File: src/b64sd_pkg.sv
// Package for the Base64 stream decoder: beat types, codes and the symbol lookup.
`default_nettype none
package b64sd_pkg;

	localparam int QueueDepth = 8;
	localparam int PtrW       = $clog2(QueueDepth);
	localparam int MaxRes     = 3;

	localparam logic [7:0] PadChar   = 8'h3D; // '='
	localparam logic [7:0] PlusChar  = 8'h2B; // '+'
	localparam logic [7:0] SlashChar = 8'h2F; // '/'
	localparam logic [7:0] SpaceChar = 8'h20;

	typedef struct packed {
		logic [7:0] char_in;
		logic       final_char;
	} in_t;

	typedef struct packed {
		logic [7:0] data_byte;
		logic       byte_valid;
		logic       end_of_string;
		logic       bad_input;
	} out_t;

	// Results raised by one character, slot 0 goes out first.
	typedef struct packed {
		logic [1:0]              num;
		out_t [MaxRes-1:0]       res;
	} res_bundle_t;

	typedef struct packed {
		logic       ok;
		logic [5:0] val;
	} sextet_t;

	function automatic sextet_t sextet_of(input logic [7:0] c);
		sextet_t s;
		s.ok  = 1'b1;
		s.val = 6'd0;
		case (c) inside
			[8'h41:8'h5A]: s.val = 6'(c - 8'h41);
			[8'h61:8'h7A]: s.val = 6'(c - 8'h61 + 8'd26);
			[8'h30:8'h39]: s.val = 6'(c - 8'h30 + 8'd52);
			PlusChar:      s.val = 6'd62;
			SlashChar:     s.val = 6'd63;
			default:       s.ok  = 1'b0;
		endcase
		return s;
	endfunction

	function automatic logic is_space(input logic [7:0] c);
		return (c == SpaceChar) || ((c >= 8'd9) && (c <= 8'd13));
	endfunction

endpackage
`default_nettype wire

File: src/b64sd_decode.sv
// Character decode: group state registers and the per-character result logic.
`default_nettype none
module b64sd_decode (
	input  wire logic                   clk,
	input  wire logic                   arst_n,
	input  wire logic                   fire,
	input  wire b64sd_pkg::in_t         item,
	output b64sd_pkg::res_bundle_t      results
);

	logic [23:0] group_q;
	logic [1:0]  cnt_q;
	logic        pad_q;
	logic        fail_q;

	logic [23:0] group_d;
	logic [1:0]  cnt_d;
	logic        pad_d;
	logic        fail_d;

	always_comb begin
		b64sd_pkg::sextet_t sx;
		sx      = b64sd_pkg::sextet_of(item.char_in);
		group_d = group_q;
		cnt_d   = cnt_q;
		pad_d   = pad_q;
		fail_d  = fail_q;
		results = '0;

		if (!fail_q) begin
			if (pad_q) begin
				if (item.char_in != b64sd_pkg::PadChar) fail_d = 1'b1;
			end else if (item.char_in == b64sd_pkg::PadChar) begin
				pad_d = 1'b1;
			end else if (!b64sd_pkg::is_space(item.char_in)) begin
				if (!sx.ok) begin
					fail_d = 1'b1;
				end else begin
					group_d = {group_q[17:0], sx.val};
					if (cnt_q == 2'd3) begin
						results.res[0] = '{group_d[23:16], 1'b1, 1'b0, 1'b0};
						results.res[1] = '{group_d[15:8], 1'b1, 1'b0, 1'b0};
						results.res[2] = '{group_d[7:0], 1'b1, 1'b0, 1'b0};
						results.num    = 2'd3;
						group_d        = '0;
						cnt_d          = 2'd0;
					end else begin
						cnt_d = cnt_q + 2'd1;
					end
				end
			end
		end

		if (item.final_char) begin
			if (fail_d) begin
				results.res[0] = '{8'd0, 1'b0, 1'b1, 1'b1};
				results.num    = 2'd1;
			end else if (results.num == 2'd3) begin
				results.res[2].end_of_string = 1'b1;
			end else if (cnt_d == 2'd2) begin
				results.res[0] = '{group_d[11:4], 1'b1, 1'b1, 1'b0};
				results.num    = 2'd1;
			end else if (cnt_d == 2'd3) begin
				results.res[0] = '{group_d[17:10], 1'b1, 1'b0, 1'b0};
				results.res[1] = '{group_d[9:2], 1'b1, 1'b1, 1'b0};
				results.num    = 2'd2;
			end else begin
				// nothing left over, or a lone sextet that is dropped
				results.res[0] = '{8'd0, 1'b0, 1'b1, 1'b0};
				results.num    = 2'd1;
			end
			group_d = '0;
			cnt_d   = 2'd0;
			pad_d   = 1'b0;
			fail_d  = 1'b0;
		end
	end

	always_ff @(posedge clk or negedge arst_n) begin
		if (!arst_n) begin
			group_q <= '0;
			cnt_q   <= '0;
			pad_q   <= 1'b0;
			fail_q  <= 1'b0;
		end else if (fire) begin
			group_q <= group_d;
			cnt_q   <= cnt_d;
			pad_q   <= pad_d;
			fail_q  <= fail_d;
		end
	end

endmodule
`default_nettype wire

File: src/b64sd_queue.sv
// Result queue: takes up to three result beats per cycle, hands out one per cycle while res_ready is high.
`default_nettype none
module b64sd_queue (
	input  wire logic                   clk,
	input  wire logic                   arst_n,
	input  wire logic                   push,
	input  wire b64sd_pkg::res_bundle_t wr,
	output logic                        room,
	output logic                        res_valid,
	input  wire logic                   res_ready,
	output b64sd_pkg::out_t             res_data
);

	localparam int CntW = $clog2(b64sd_pkg::QueueDepth + 1);

	b64sd_pkg::out_t                     mem_q [b64sd_pkg::QueueDepth];
	logic [b64sd_pkg::PtrW-1:0]          wr_ptr_q;
	logic [b64sd_pkg::PtrW-1:0]          rd_ptr_q;
	logic [CntW-1:0]                     count_q;
	logic                                pop;
	logic [1:0]                          n_push;

	assign pop       = res_valid && res_ready;
	assign n_push    = push ? wr.num : 2'd0;
	assign res_valid = (count_q != '0);
	assign res_data  = mem_q[rd_ptr_q];
	assign room      = (count_q <= CntW'(b64sd_pkg::QueueDepth - b64sd_pkg::MaxRes));

	always_ff @(posedge clk) begin
		for (int k = 0; k < b64sd_pkg::MaxRes; k++) begin
			if (k < int'(n_push))
				mem_q[b64sd_pkg::PtrW'(int'(wr_ptr_q) + k)] <= wr.res[k];
		end
	end

	always_ff @(posedge clk or negedge arst_n) begin
		if (!arst_n) begin
			wr_ptr_q <= '0;
			rd_ptr_q <= '0;
			count_q  <= '0;
		end else begin
			wr_ptr_q <= wr_ptr_q + b64sd_pkg::PtrW'(n_push);
			if (pop) rd_ptr_q <= rd_ptr_q + b64sd_pkg::PtrW'(1);
			count_q <= count_q + CntW'(n_push) - CntW'(pop);
		end
	end

`ifndef SYNTHESIS
	a_no_overflow: assert property (@(posedge clk) disable iff (!arst_n)
		(n_push != 2'd0) |-> room)
		else $error("queue written without room for a full burst");
	a_count_bound: assert property (@(posedge clk) disable iff (!arst_n)
		count_q <= CntW'(b64sd_pkg::QueueDepth))
		else $error("queue count beyond depth");
	a_count_track: assert property (@(posedge clk) disable iff (!arst_n)
		1'b1 |=> count_q == $past(count_q) + CntW'($past(n_push)) - CntW'($past(pop)))
		else $error("queue count out of step with pushes and pops");
	a_ptr_gap: assert property (@(posedge clk) disable iff (!arst_n)
		b64sd_pkg::PtrW'(wr_ptr_q - rd_ptr_q) == b64sd_pkg::PtrW'(count_q))
		else $error("queue pointers disagree with count");
`endif

endmodule
`default_nettype wire

File: src/base64_stream_decoder_core.sv
// Top level of the Base64 stream decoder: input register, decode and result queue.
// A character beat waits in the input register until the queue has room for three
// beats, then is decoded; its result beats, if any, are written into the queue as it is decoded.
// Throughput: one character per cycle; results leave one beat per cycle while res_ready
// is high, from an eight-entry queue; input stalls only while fewer than three are free.
// Reset (arst_n low) clears the group state and input valid flag and empties the queue.
`default_nettype none
module base64_stream_decoder_core (
	input  wire logic            clk,
	input  wire logic            arst_n,
	input  wire logic            src_valid,
	output logic                 src_ready,
	input  wire b64sd_pkg::in_t  src_data,
	output logic                 res_valid,
	input  wire logic            res_ready,
	output b64sd_pkg::out_t      res_data
);

	b64sd_pkg::in_t         item_s1;
	logic                   valid_s1;
	logic                   fire;
	logic                   room;
	b64sd_pkg::res_bundle_t results;

	assign fire      = valid_s1 && room;
	assign src_ready = !valid_s1 || fire;

	always_ff @(posedge clk or negedge arst_n) begin
		if (!arst_n) begin
			valid_s1 <= 1'b0;
		end else if (src_ready) begin
			valid_s1 <= src_valid;
		end
	end

	always_ff @(posedge clk) begin
		if (src_ready && src_valid) item_s1 <= src_data;
	end

	b64sd_decode u_decode (
		.clk     (clk),
		.arst_n  (arst_n),
		.fire    (fire),
		.item    (item_s1),
		.results (results)
	);

	b64sd_queue u_queue (
		.clk       (clk),
		.arst_n    (arst_n),
		.push      (fire),
		.wr        (results),
		.room      (room),
		.res_valid (res_valid),
		.res_ready (res_ready),
		.res_data  (res_data)
	);

endmodule
`default_nettype wire
File: config.mk
export PLATFORM = sky130hd
export DESIGN_NAME = base64_stream_decoder_core
export DESIGN_NICKNAME = d
export VERILOG_FILES = /design/src/b64sd_pkg.sv /design/src/b64sd_decode.sv /design/src/b64sd_queue.sv /design/src/base64_stream_decoder_core.sv
export SDC_FILE = /design/constraint.sdc
export NUM_CORES = 1
export LEC_CHECK = 0
export ABC_AREA = 1
export BUFFER_PORTS_ARGS = -buffer_cell sky130_fd_sc_hd__buf_2
export CAP_MARGIN = 20
export CORE_MARGIN = 10
export CORE_UTILIZATION = 39
export CTS_BUF_LIST = sky130_fd_sc_hd__clkbuf_8 sky130_fd_sc_hd__clkbuf_16
export CTS_CLUSTER_SIZE = 8
export DETAILED_ROUTE_END_ITERATION = 6
export PLACE_DENSITY = 0.55
export SETUP_SLACK_MARGIN = 0.02
export SLEW_MARGIN = 20
export SYNTH_ARGS = -nofsm -noshare
export SYNTH_HDL_FRONTEND = slang
export SYNTH_SLANG_ARGS = --single-unit
File: constraint.sdc
create_clock -name clk -period 5.4 [get_ports clk]
set_input_delay 1.08 -clock clk [delete_from_list [all_inputs] [get_ports clk]]
set_output_delay 1.08 -clock clk [all_outputs]
set_load 0.02 [all_outputs]
==> results.tsv, run 1 <==
metric	value	unit
Port-buffer cells	25	
share of cells above drive strength 1	0.1077	
Post-Synthesis Cell Area	8661	sq um
antenna violations before repair	0	
outcome	completed	
total CTS buffers	17	
worst relative slew slack	0.3193	
nets@finish	1213	
post-synth cell types	41	
1st-iter DRT viols	1120	
Worst-path clk slew	0.06	ns
Area growth syn-to-layout	12.01	%
Cell Area, Placed	9049	sq um
fin cells	1468	
CP top delay family	simple AND/OR/NAND/NOR gates	
Die Ht	169.0	microns
buffers plus inverters on the worst setup path	3	
Final GP Congestion	0.9703	
CP Capture Type	flip-flop	
DR pass1 iterations	6	
drt total wl	28610	microns
Hold WC Path Type	reg2reg	
Final WS setup	1.161	ns
GR Overflow Total	0	
Worst Hold Depth	2	
Max rail drop VDD	218.5	uV
vias in the first global route	7511	
slowest stage cell, crit path	edfxtp_1	
clock sinks	130	
Initial Util	0.3969	
routed len/inst	19.49	microns
first-pass GRT wire length	44240	microns
f_max	0.2359	GHz
Slew Viols, Final	0	
Worst EP required	5.47	ns
R2R Path End	u_queue.mem_q[1][6]$_DFFE_PP_	
Fin Setup TNS	0	ns
Worst R2R Path Depth	15	
cells resized by post-CTS repair	0	
Post-Synthesis Cells	1160	
critical path class	reg2reg	
net count of the mapped netlist	1197	
CTS tree	yes	
Power per Cell Area	495.3	nW/um^2
Detailed Place HPWL	21340	microns
Worst Setup SP	item_s1[3]$_DFFE_PP_	
Worst R2R Start	item_s1[3]$_DFFE_PP_	
Period minus WS final	4.239	ns
max-cap viol count	0	
most frequent cell on the critical path	nand2_1	
Die X	169.0	microns
Critical Path Sink	u_queue.mem_q[1][6]$_DFFE_PP_	
Rows	54	
R2R Setup Slk	1.16	ns
postcts setup bufs	0	
ANT cells	0	
final setup fails	0	
DR vias/cell	5.483	
Post-CTS Hold Buffers	0	
cells along the critical path	inv_1 > ha_1 > nand2_1 > nand3_1 > a21oi_4 > nand3_1 > a21oi_1 > nand2_1 > buf_4 > nand3_4 > nor2_8 > nand2_4 > nand2_1 > inv_2 > nand2_1	
Clock Latency Late Sink	0.42	ns
Slew @ Worst Pin	1.017	ns
commonest non-fill, non-tap cell in the layout	nand2_1	
YS warnings	0	
LEAKAGE	4.246	nW
Root Driver	clkbuf_16	
WP data arrival	4.31	ns
crit-path max cell delay	0.50	ns
CTS max path bufs	2	
Mean Syn Cell Area	7.466	sq um
number of storage elements in the synthesis netlist	130	
Final Power	0.004805	W
die area	28570	sq um
startpoint types	flip-flop	
fin area	9701	sq um
# IOs	26	
drt drc	0	
RSZ-0062 raised after global routing	false	
critical path depth	15	
Clock Skew	0.007675	ns
post-route ant nets	0	
Seq/Total Area, Yosys	0.4224	
period utilization	0.7849	
H-tree depth	4	
dpl ws	1.231	ns
core area	21820	sq um
gr usage total	0.1986	
most frequent cells in the layout	nand2_1 (328), nor2_1 (132), nand3_1 (121), inv_1 (110), edfxtp_1 (89)	
crit path max fanout	19	
Final Hold Fails	0	
pin count of the biggest net entering global routing	47	
Placed Instances	1437	
vias	8049	
[where the power goes]
part / switching (W) / internal (W) / total (W)
combinational: 0.00154 / 0.000559 / 0.00210
sequential: 0.000136 / 0.00127 / 0.00140
clock: 0.000473 / 0.000826 / 0.00130
total: 0.00215 / 0.00265 / 0.00480
[cell families (layout without fill, tap and decap cells)]
family / count (synthesis) / count (layout) / share of synthesized area
flip-flops: 130 / 130 / 0.4224
AND/OR/NAND/NOR: 652 / 652 / 0.3324
adder cells (fa/ha/maj): 24 / 24 / 0.03641
XOR/XNOR: 11 / 11 / 0.01112
AO/OA/AOI/OAI: 175 / 175 / 0.1216
buffers and inverters: 168 / 196 / 0.07599
[how the worst min path moves through the flow]
stage                                      from                          endpoint  slack (ns)
2_1_floorplan  u_queue.mem_q[1][0]$_SDFFE_PP0N_  u_queue.mem_q[1][0]$_SDFFE_PP0N_        0.45
3_3_place_gp   u_queue.mem_q[5][0]$_SDFFE_PP0N_  u_queue.mem_q[5][0]$_SDFFE_PP0N_        0.49
3_5_place_dp   u_queue.mem_q[4][0]$_SDFFE_PP0N_  u_queue.mem_q[4][0]$_SDFFE_PP0N_        0.48
4_1_cts        u_queue.mem_q[4][0]$_SDFFE_PP0N_  u_queue.mem_q[4][0]$_SDFFE_PP0N_        0.49
5_1_grt        u_queue.mem_q[4][0]$_SDFFE_PP0N_  u_queue.mem_q[4][0]$_SDFFE_PP0N_        0.50
6_report       u_queue.mem_q[4][0]$_SDFFE_PP0N_  u_queue.mem_q[4][0]$_SDFFE_PP0N_        0.50
[sequential cells by signal (all words and copies together) (netlist names)]
name,cells
u_queue.mem_q,88
u_decode.group_q,18
item_s1,9
u_queue.count_q,4
u_queue.rd_ptr_q,3
u_queue.wr_ptr_q,3
u_decode.cnt_q,2
u_decode.fail_q,1
u_decode.pad_q,1
valid_s1,1
[area by class of cell]
class,count,area (sq um)
fill,2202,12120
sequential,130,3659
clock buffer,17,425.4
inverter,128,480.5
tap,280,350.3
timing repair buffer,37,215.2
clock inverter,14,226.5
multi-input combinational,862,4344
[stage by stage]
step                hold slack [ns]  utilization
global placement             0.4900       0.4146
CTS                          0.4937       0.4445
floorplan                    0.4492            -
global route                 0.5048       0.4445
detailed placement           0.4800       0.4146
finish                       0.5017       0.4445
[synthesized netlist by cell type (all sizes together)]
master	number	area (sq um)
o211ai	33	247.7
buf	12	71.32
or2	2	12.51
nor2	145	609.3
nand3	126	670.6
dfrtp	33	825.8
a31oi	11	68.82
clkinv	4	15.01
nand4	21	146.4
xor2	6	52.55
o21ai	78	390.4
clkbuf	28	106.4
o22ai	15	100.1
edfxtp	89	2673
nor3	15	75.07
dfxtp	8	160.2
fa	2	40.04
a21oi	36	229.0
nand3b	1	11.26
nand2	342	1354
ha	22	275.3
o221ai	2	17.52
inv	124	465.5
xnor2	5	43.79
[tightest hold or removal path, cell delays in order, from the launching register on]
cell and delay [ns]:
dfxtp_1 0.33, a21oi_1 0.06, nor2_1 0.07
[layer usage]
layer | track usage | part of all wire
met1 | 0.2712 | 0.44
met2 | 0.3129 | 0.46
met3 | 0.03242 | 0.070
met4 | 0.06642 | 0.028
met5 | 0 | 0
No activity file was read; power rests on OpenSTA's default activity.
==> run 2, diff against run 1 <==
--- a/config.mk
+++ b/config.mk
@@ -13,7 +13,7 @@
 export CTS_BUF_LIST = sky130_fd_sc_hd__clkbuf_8 sky130_fd_sc_hd__clkbuf_16
 export CTS_CLUSTER_SIZE = 8
 export DETAILED_ROUTE_END_ITERATION = 6
-export PLACE_DENSITY = 0.55
+export PLACE_DENSITY = 0.57
 export SETUP_SLACK_MARGIN = 0.02
 export SLEW_MARGIN = 20
 export SYNTH_ARGS = -nofsm -noshare
==> constraint.sdc (replaced) <==
create_clock -name clk -period 3.4 [get_ports clk]
set_input_delay 0.68 -clock clk [delete_from_list [all_inputs] [get_ports clk]]
set_output_delay 0.68 -clock clk [all_outputs]
set_load 0.02 [all_outputs]
==> run 2 against run 1 <==
Compared with the run above:
- clock power rose by 32%
- sequential power is 57% higher
- clock skew up 0.0048 ns
- non-clock buffer count grew 61
- worst hold slack worse by 0.16 ns
- global-route usage increased by 0.45 points
- cell area is 4.8% higher
- highest routed layer unchanged
- via count increased by 2.5%
==> results.tsv, run 2 (same netlist as run 1, synthesis figures left out) <==
metric	value	unit
biggest regs	u_queue.mem_q x88, u_decode.group_q x18, item_s1 x9	
Sw Share	0.4561	
Post-CTS Hold Buffers	0	
Die Ht	169.0	microns
Hold WC Path Type	in2async	
DR vias/cell	5.396	
Initial Util	0.3969	
worst relative slew slack	0.3829	
CTS tree	yes	
routed len/inst	19.00	microns
ANT cells	0	
switching pwr	0.003432	W
startpoint types	flip-flop	
first-pass GRT wire length	45730	microns
1st-iter DRT viols	1003	
share of cells above drive strength 1	0.1633	
Root Driver	clkbuf_16	
post-route ant nets	0	
drt total wl	29050	microns
Sequential Power Share	0.292	
CP Capture Type	flip-flop	
Slew @ Worst Pin	0.9257	ns
CTS max path bufs	2	
Final GP Congestion	0.9734	
critical path class	reg2reg	
Worst EP required	3.64	ns
Period minus WS final	3.233	ns
Slew Viols, Final	0	
GR Overflow Total	0	
Comb power frac	0.479	
Clock Skew	0.01249	ns
Fill cells	2249	
pin count of the biggest net entering global routing	46	
most frequent cells in the layout	nand2_1 (321), nor2_1 (132), nand3_1 (121), inv_1 (105), edfxtp_1 (89)	
RSZ-0062 raised after global routing	true	
antenna violations before repair	0	
outcome	completed	
Power per Cell Area	740.1	nW/um^2
f_max	0.3094	GHz
Die X	169.0	microns
Final Hold Fails	0	
die area	28570	sq um
Area growth syn-to-layout	17.41	%
Clock power frac	0.229	
Internal	0.004093	W
max-cap viol count	0	
period utilization	0.9508	
vias	8250	
Worst R2R Path Depth	20	
Port-buffer cells	25	
DR pass1 iterations	6	
# IOs	26	
Clock Latency Late Sink	0.43	ns
LEAKAGE	4.486	nW
nets@finish	1274	
Worst-path clk slew	0.06	ns
core area	21820	sq um
dpl ws	0.06970	ns
total CTS buffers	17	
R2R Path End	u_queue.mem_q[6][8]$_DFFE_PP_	
Worst R2R Start	item_s1[1]$_DFFE_PP_	
WP data arrival	3.48	ns
Rows	54	
Final WS setup	0.1674	ns
Max rail drop VDD	410.5	uV
vias in the first global route	7975	
crit path max fanout	14	
final setup fails	0	
gr usage total	0.2031	
hold slack	0.3403	ns
commonest non-fill, non-tap cell in the layout	nand2_1	
H-tree depth	4	
R2R Setup Slk	0.17	ns
clock sinks	130	
Top reg by flops	u_queue.mem_q	
max reg flops	88	
Detailed Place HPWL	21600	microns
drt drc	0	
-- run 2: cell count changes in the layout (fill, tap and decap cells not counted), sizes merged --
cell      delta
bufinv       -4
clkinv       +2
buf         +61
clkinvlp     +5
inv          -3
-- run 2: layout make-up --
type	instances	area, sq um	share of cell area
clock buffers	17	425.4	0.04184
clock inverters	14	115.1	0.01132
repair buffers	98	698.2	0.06866
well taps	280	350.3	0.03445
inverters	128	480.5	0.04725
multi-input cells	862	4441	0.4367
flip-flops and latches	130	3659	0.3598
-- run 2: metal layers --
layer,global-route usage,wire (microns)
met1,0.2710,12760
met2,0.3192,13180
met5,0,0
met4,0.08030,979
met3,0.03682,2139
-- run 2: power by group through the flow --
stage / combinational (W) / sequential (W) / clock [W]
floorplan: 0.00241 / 0.00216 / 0
global placement: 0.00355 / 0.00222 / 0
detailed placement: 0.00354 / 0.00223 / 0
CTS: 0.00355 / 0.00220 / 0.00176
global route: 0.00398 / 0.00223 / 0.00182
finish: 0.00360 / 0.00220 / 0.00172
-- run 2: worst max-delay path by stage --
stage                              start                             to  slack (ns)
floorplan           item_s1[3]$_DFFE_PP_   u_queue.count_q[3]$_DFF_PN0_        0.30
global route        item_s1[1]$_DFFE_PP_  u_queue.mem_q[4][5]$_DFFE_PP_       -0.04
detailed placement  item_s1[1]$_DFFE_PP_  u_queue.mem_q[1][1]$_DFFE_PP_        0.07
global placement    item_s1[4]$_DFFE_PP_   u_queue.count_q[2]$_DFF_PN0_        0.17
finish              item_s1[1]$_DFFE_PP_  u_queue.mem_q[6][8]$_DFFE_PP_        0.17
CTS                 item_s1[1]$_DFFE_PP_  u_queue.mem_q[1][5]$_DFFE_PP_        0.05
-- run 2: critical path: stages (launching register included) --
cell and delay (ns):
edfxtp_1 0.45, buf_4 0.17, ha_1 0.24, nand2_1 0.08
inv_1 0.04, nand3_1 0.09, nand2_1 0.10, nor2_4 0.18
nand3_4 0.13, buf_4 0.20, nand3_1 0.12, nand2_1 0.08
nand2_2 0.13, buf_4 0.17, nand3_1 0.07, nand2_1 0.08
nand2_1 0.07, a21oi_2 0.13, buf_4 0.20, nand2_1 0.07
a21oi_1 0.22
-- run 2: through the flow --
stage	power (W)	area, sq um	instances	TNS, ns	util
floorplan	0.004569	8661	1160	0	-
global placement	0.005769	9454	1491	0	0.4332
detailed placement	0.005768	9454	1491	0	0.4332
CTS	0.007501	9995	1522	0	0.4580
global route	0.008034	10170	1529	-1.001	0.4659
finish	0.007526	10170	1529	0	0.4659
-- run 2: repair_timing --
action / 4_1_cts / 5_1_grt
setup buffers: 0 / 7
gates resized for setup: 0 / 25
setup endpoints to repair: 0 / 139
==> run 3, diff against run 2 <==
--- a/config.mk
+++ b/config.mk
@@ -13,7 +13,6 @@
 export CTS_BUF_LIST = sky130_fd_sc_hd__clkbuf_8 sky130_fd_sc_hd__clkbuf_16
 export CTS_CLUSTER_SIZE = 8
 export DETAILED_ROUTE_END_ITERATION = 6
-export PLACE_DENSITY = 0.57
 export SETUP_SLACK_MARGIN = 0.02
 export SLEW_MARGIN = 20
 export SYNTH_ARGS = -nofsm -noshare
==> run 3 against run 2 <==
Compared with the run above:
- worst setup slack improved by 0.038 ns
- die area stayed put
- critical path depth fell by 2
- via count rose by 1.8%
- sequential power is essentially flat
- sequential share of layout area down 0.49 points
- worst hold slack lost 0.013 ns
- core utilization up 0.65 points
- critical path type unchanged
- register-to-register slack improved by 0.04 ns
- maximum frequency up 1.2%
==> results.tsv, run 3 (same netlist as run 1, synthesis figures left out) <==
metric	value	unit
outcome	completed	
antenna violations before repair	0	
Worst-path clk slew	0.06	ns
share of cells above drive strength 1	0.1721	
Detailed Place HPWL	21040	microns
commonest non-fill, non-tap cell in the layout	nand2_1	
final setup fails	0	
CTS max path bufs	2	
Clock Latency Late Sink	0.43	ns
Root Driver	clkbuf_16	
LEAKAGE	4.568	nW
Cell Area, Placed	9432	sq um
Worst Setup SP	item_s1[1]$_DFFE_PP_	
Power per Cell Area	759.9	nW/um^2
WP data arrival	3.42	ns
core area	21820	sq um
met3 wire length	2106	microns
clock sinks	130	
Met2 Wirelength	12840	microns
post-route ant nets	0	
total CTS buffers	17	
startpoint types	flip-flop	
Clock Skew	0.01100	ns
Slew @ Worst Pin	0.8672	ns
CTS tree	yes	
# IOs	26	
period utilization	0.9395	
Area growth syn-to-layout	19.04	%
DR vias/cell	5.474	
drt drc	0	
routed len/inst	18.54	microns
Port-buffer cells	25	
1st-iter DRT viols	998	
max layer used	met4	
Slew Viols, Final	0	
H-tree depth	4	
biggest regs	u_queue.mem_q x88, u_decode.group_q x18, item_s1 x9	
crit path max fanout	12	
Post-CTS Hold Buffers	0	
worst relative slew slack	0.4219	
Worst R2R Start	item_s1[1]$_DFFE_PP_	
RSZ-0062 raised after global routing	false	
hold slack	0.3268	ns
Die Ht	169.0	microns
fin area	10310	sq um
Max rail drop VDD	328.8	uV
max reg flops	88	
M1 WL	12480	microns
Fin Setup TNS	0	ns
Worst EP required	3.62	ns
Die X	169.0	microns
ANT cells	0	
critical path class	reg2reg	
Final GP Congestion	0.9704	
max-cap viol count	0	
Final Hold Fails	0	
CP Capture Type	flip-flop	
Period minus WS final	3.194	ns
f_max	0.3130	GHz
Top reg by flops	u_queue.mem_q	
die area	28570	sq um
gr usage total	0.2000	
pin count of the biggest net entering global routing	46	
Fill cells	2137	
Final WS setup	0.2055	ns
DR pass1 iterations	5	
most frequent cells in the layout	nand2_1 (316), nor2_1 (132), nand3_1 (121), inv_1 (107), edfxtp_1 (89)	
dpl ws	0.02428	ns
drt total wl	28460	microns
GR Overflow Total	0	
vias	8402	
Hold WC Path Type	in2async	
Rows	54	
Initial Util	0.3969	
nets@finish	1279	
Final Power	0.007835	W
vias in the first global route	7880	
first-pass GRT wire length	45400	microns
## run 3: report_power, final
group | total, W | switching (W) | internal (W)
registers | 0.00220 | 0.000189 | 0.00201
logic | 0.00364 | 0.00252 | 0.00111
clock network | 0.00200 | 0.000761 | 0.00124
total | 0.00783 | 0.00347 | 0.00436
## run 3: worst max-delay path, cell delays in order (launching register included)
cell      delay, ns
edfxtp_1       0.48
ha_1           0.31
nand2_1        0.09
inv_1          0.04
nand3_1        0.09
nand2_1        0.10
nor2_4         0.18
nand3_4        0.14
buf_4          0.21
nand3_1        0.13
nand2_1        0.11
nand2_4        0.14
buf_4          0.13
nand3_1        0.06
nand2_1        0.07
nand2_1        0.10
a21oi_4        0.23
nand2_1        0.07
a21oi_1        0.29
## run 3: per-layer routing
metal / up-vias / track usage
met5: - / 0
met4: 0 / 0.08255
met3: 64 / 0.03474
met2: 397 / 0.3026
met1: 3901 / 0.2763
li1: 4040 / -
## run 3: path summary, 6_finish.rpt
check	cells past startpoint	slack [ns]	endpoint
setup / recovery	18	0.21	u_queue.mem_q[6][5]$_DFFE_PP_
hold / removal	1	0.33	u_decode.group_q[10]$_DFFE_PN0P_
setup reg to reg	18	0.21	u_queue.mem_q[6][5]$_DFFE_PP_
hold reg to reg	2	0.49	u_queue.mem_q[4][0]$_SDFFE_PP0N_
max in group asynchronous	1	2.58	u_queue.count_q[3]$_DFF_PN0_
min in group clk	1	0.42	item_s1[2]$_DFFE_PP_
## run 3: layout make-up
cell class                      count  area, sq um  share of cell area
Multi-Input combinational cell    862         4463              0.4329
Sequential cell                   130         3659              0.3549
Timing Repair Buffer              103        726.9             0.07051
Inverter                          128        480.5             0.04660
Clock buffer                       17        425.4             0.04126
Tap cell                          280        350.3             0.03398
Clock inverter                     15        205.2             0.01990
## run 3: what timing repair did
action	CTS	global route
setup endpoints to repair	20	148
pin swaps	0	9
gates resized for setup	2	32
endpoints found under the hold margin	0	0
setup buffers	0	15
## run 3: per-stage QoR
stage | utilization | instances
after floorplan | - | 1160
after global placement | 0.4322 | 1488
after detailed placement | 0.4322 | 1488
after CTS | 0.4613 | 1520
after global routing | 0.4724 | 1535
final | 0.4724 | 1535
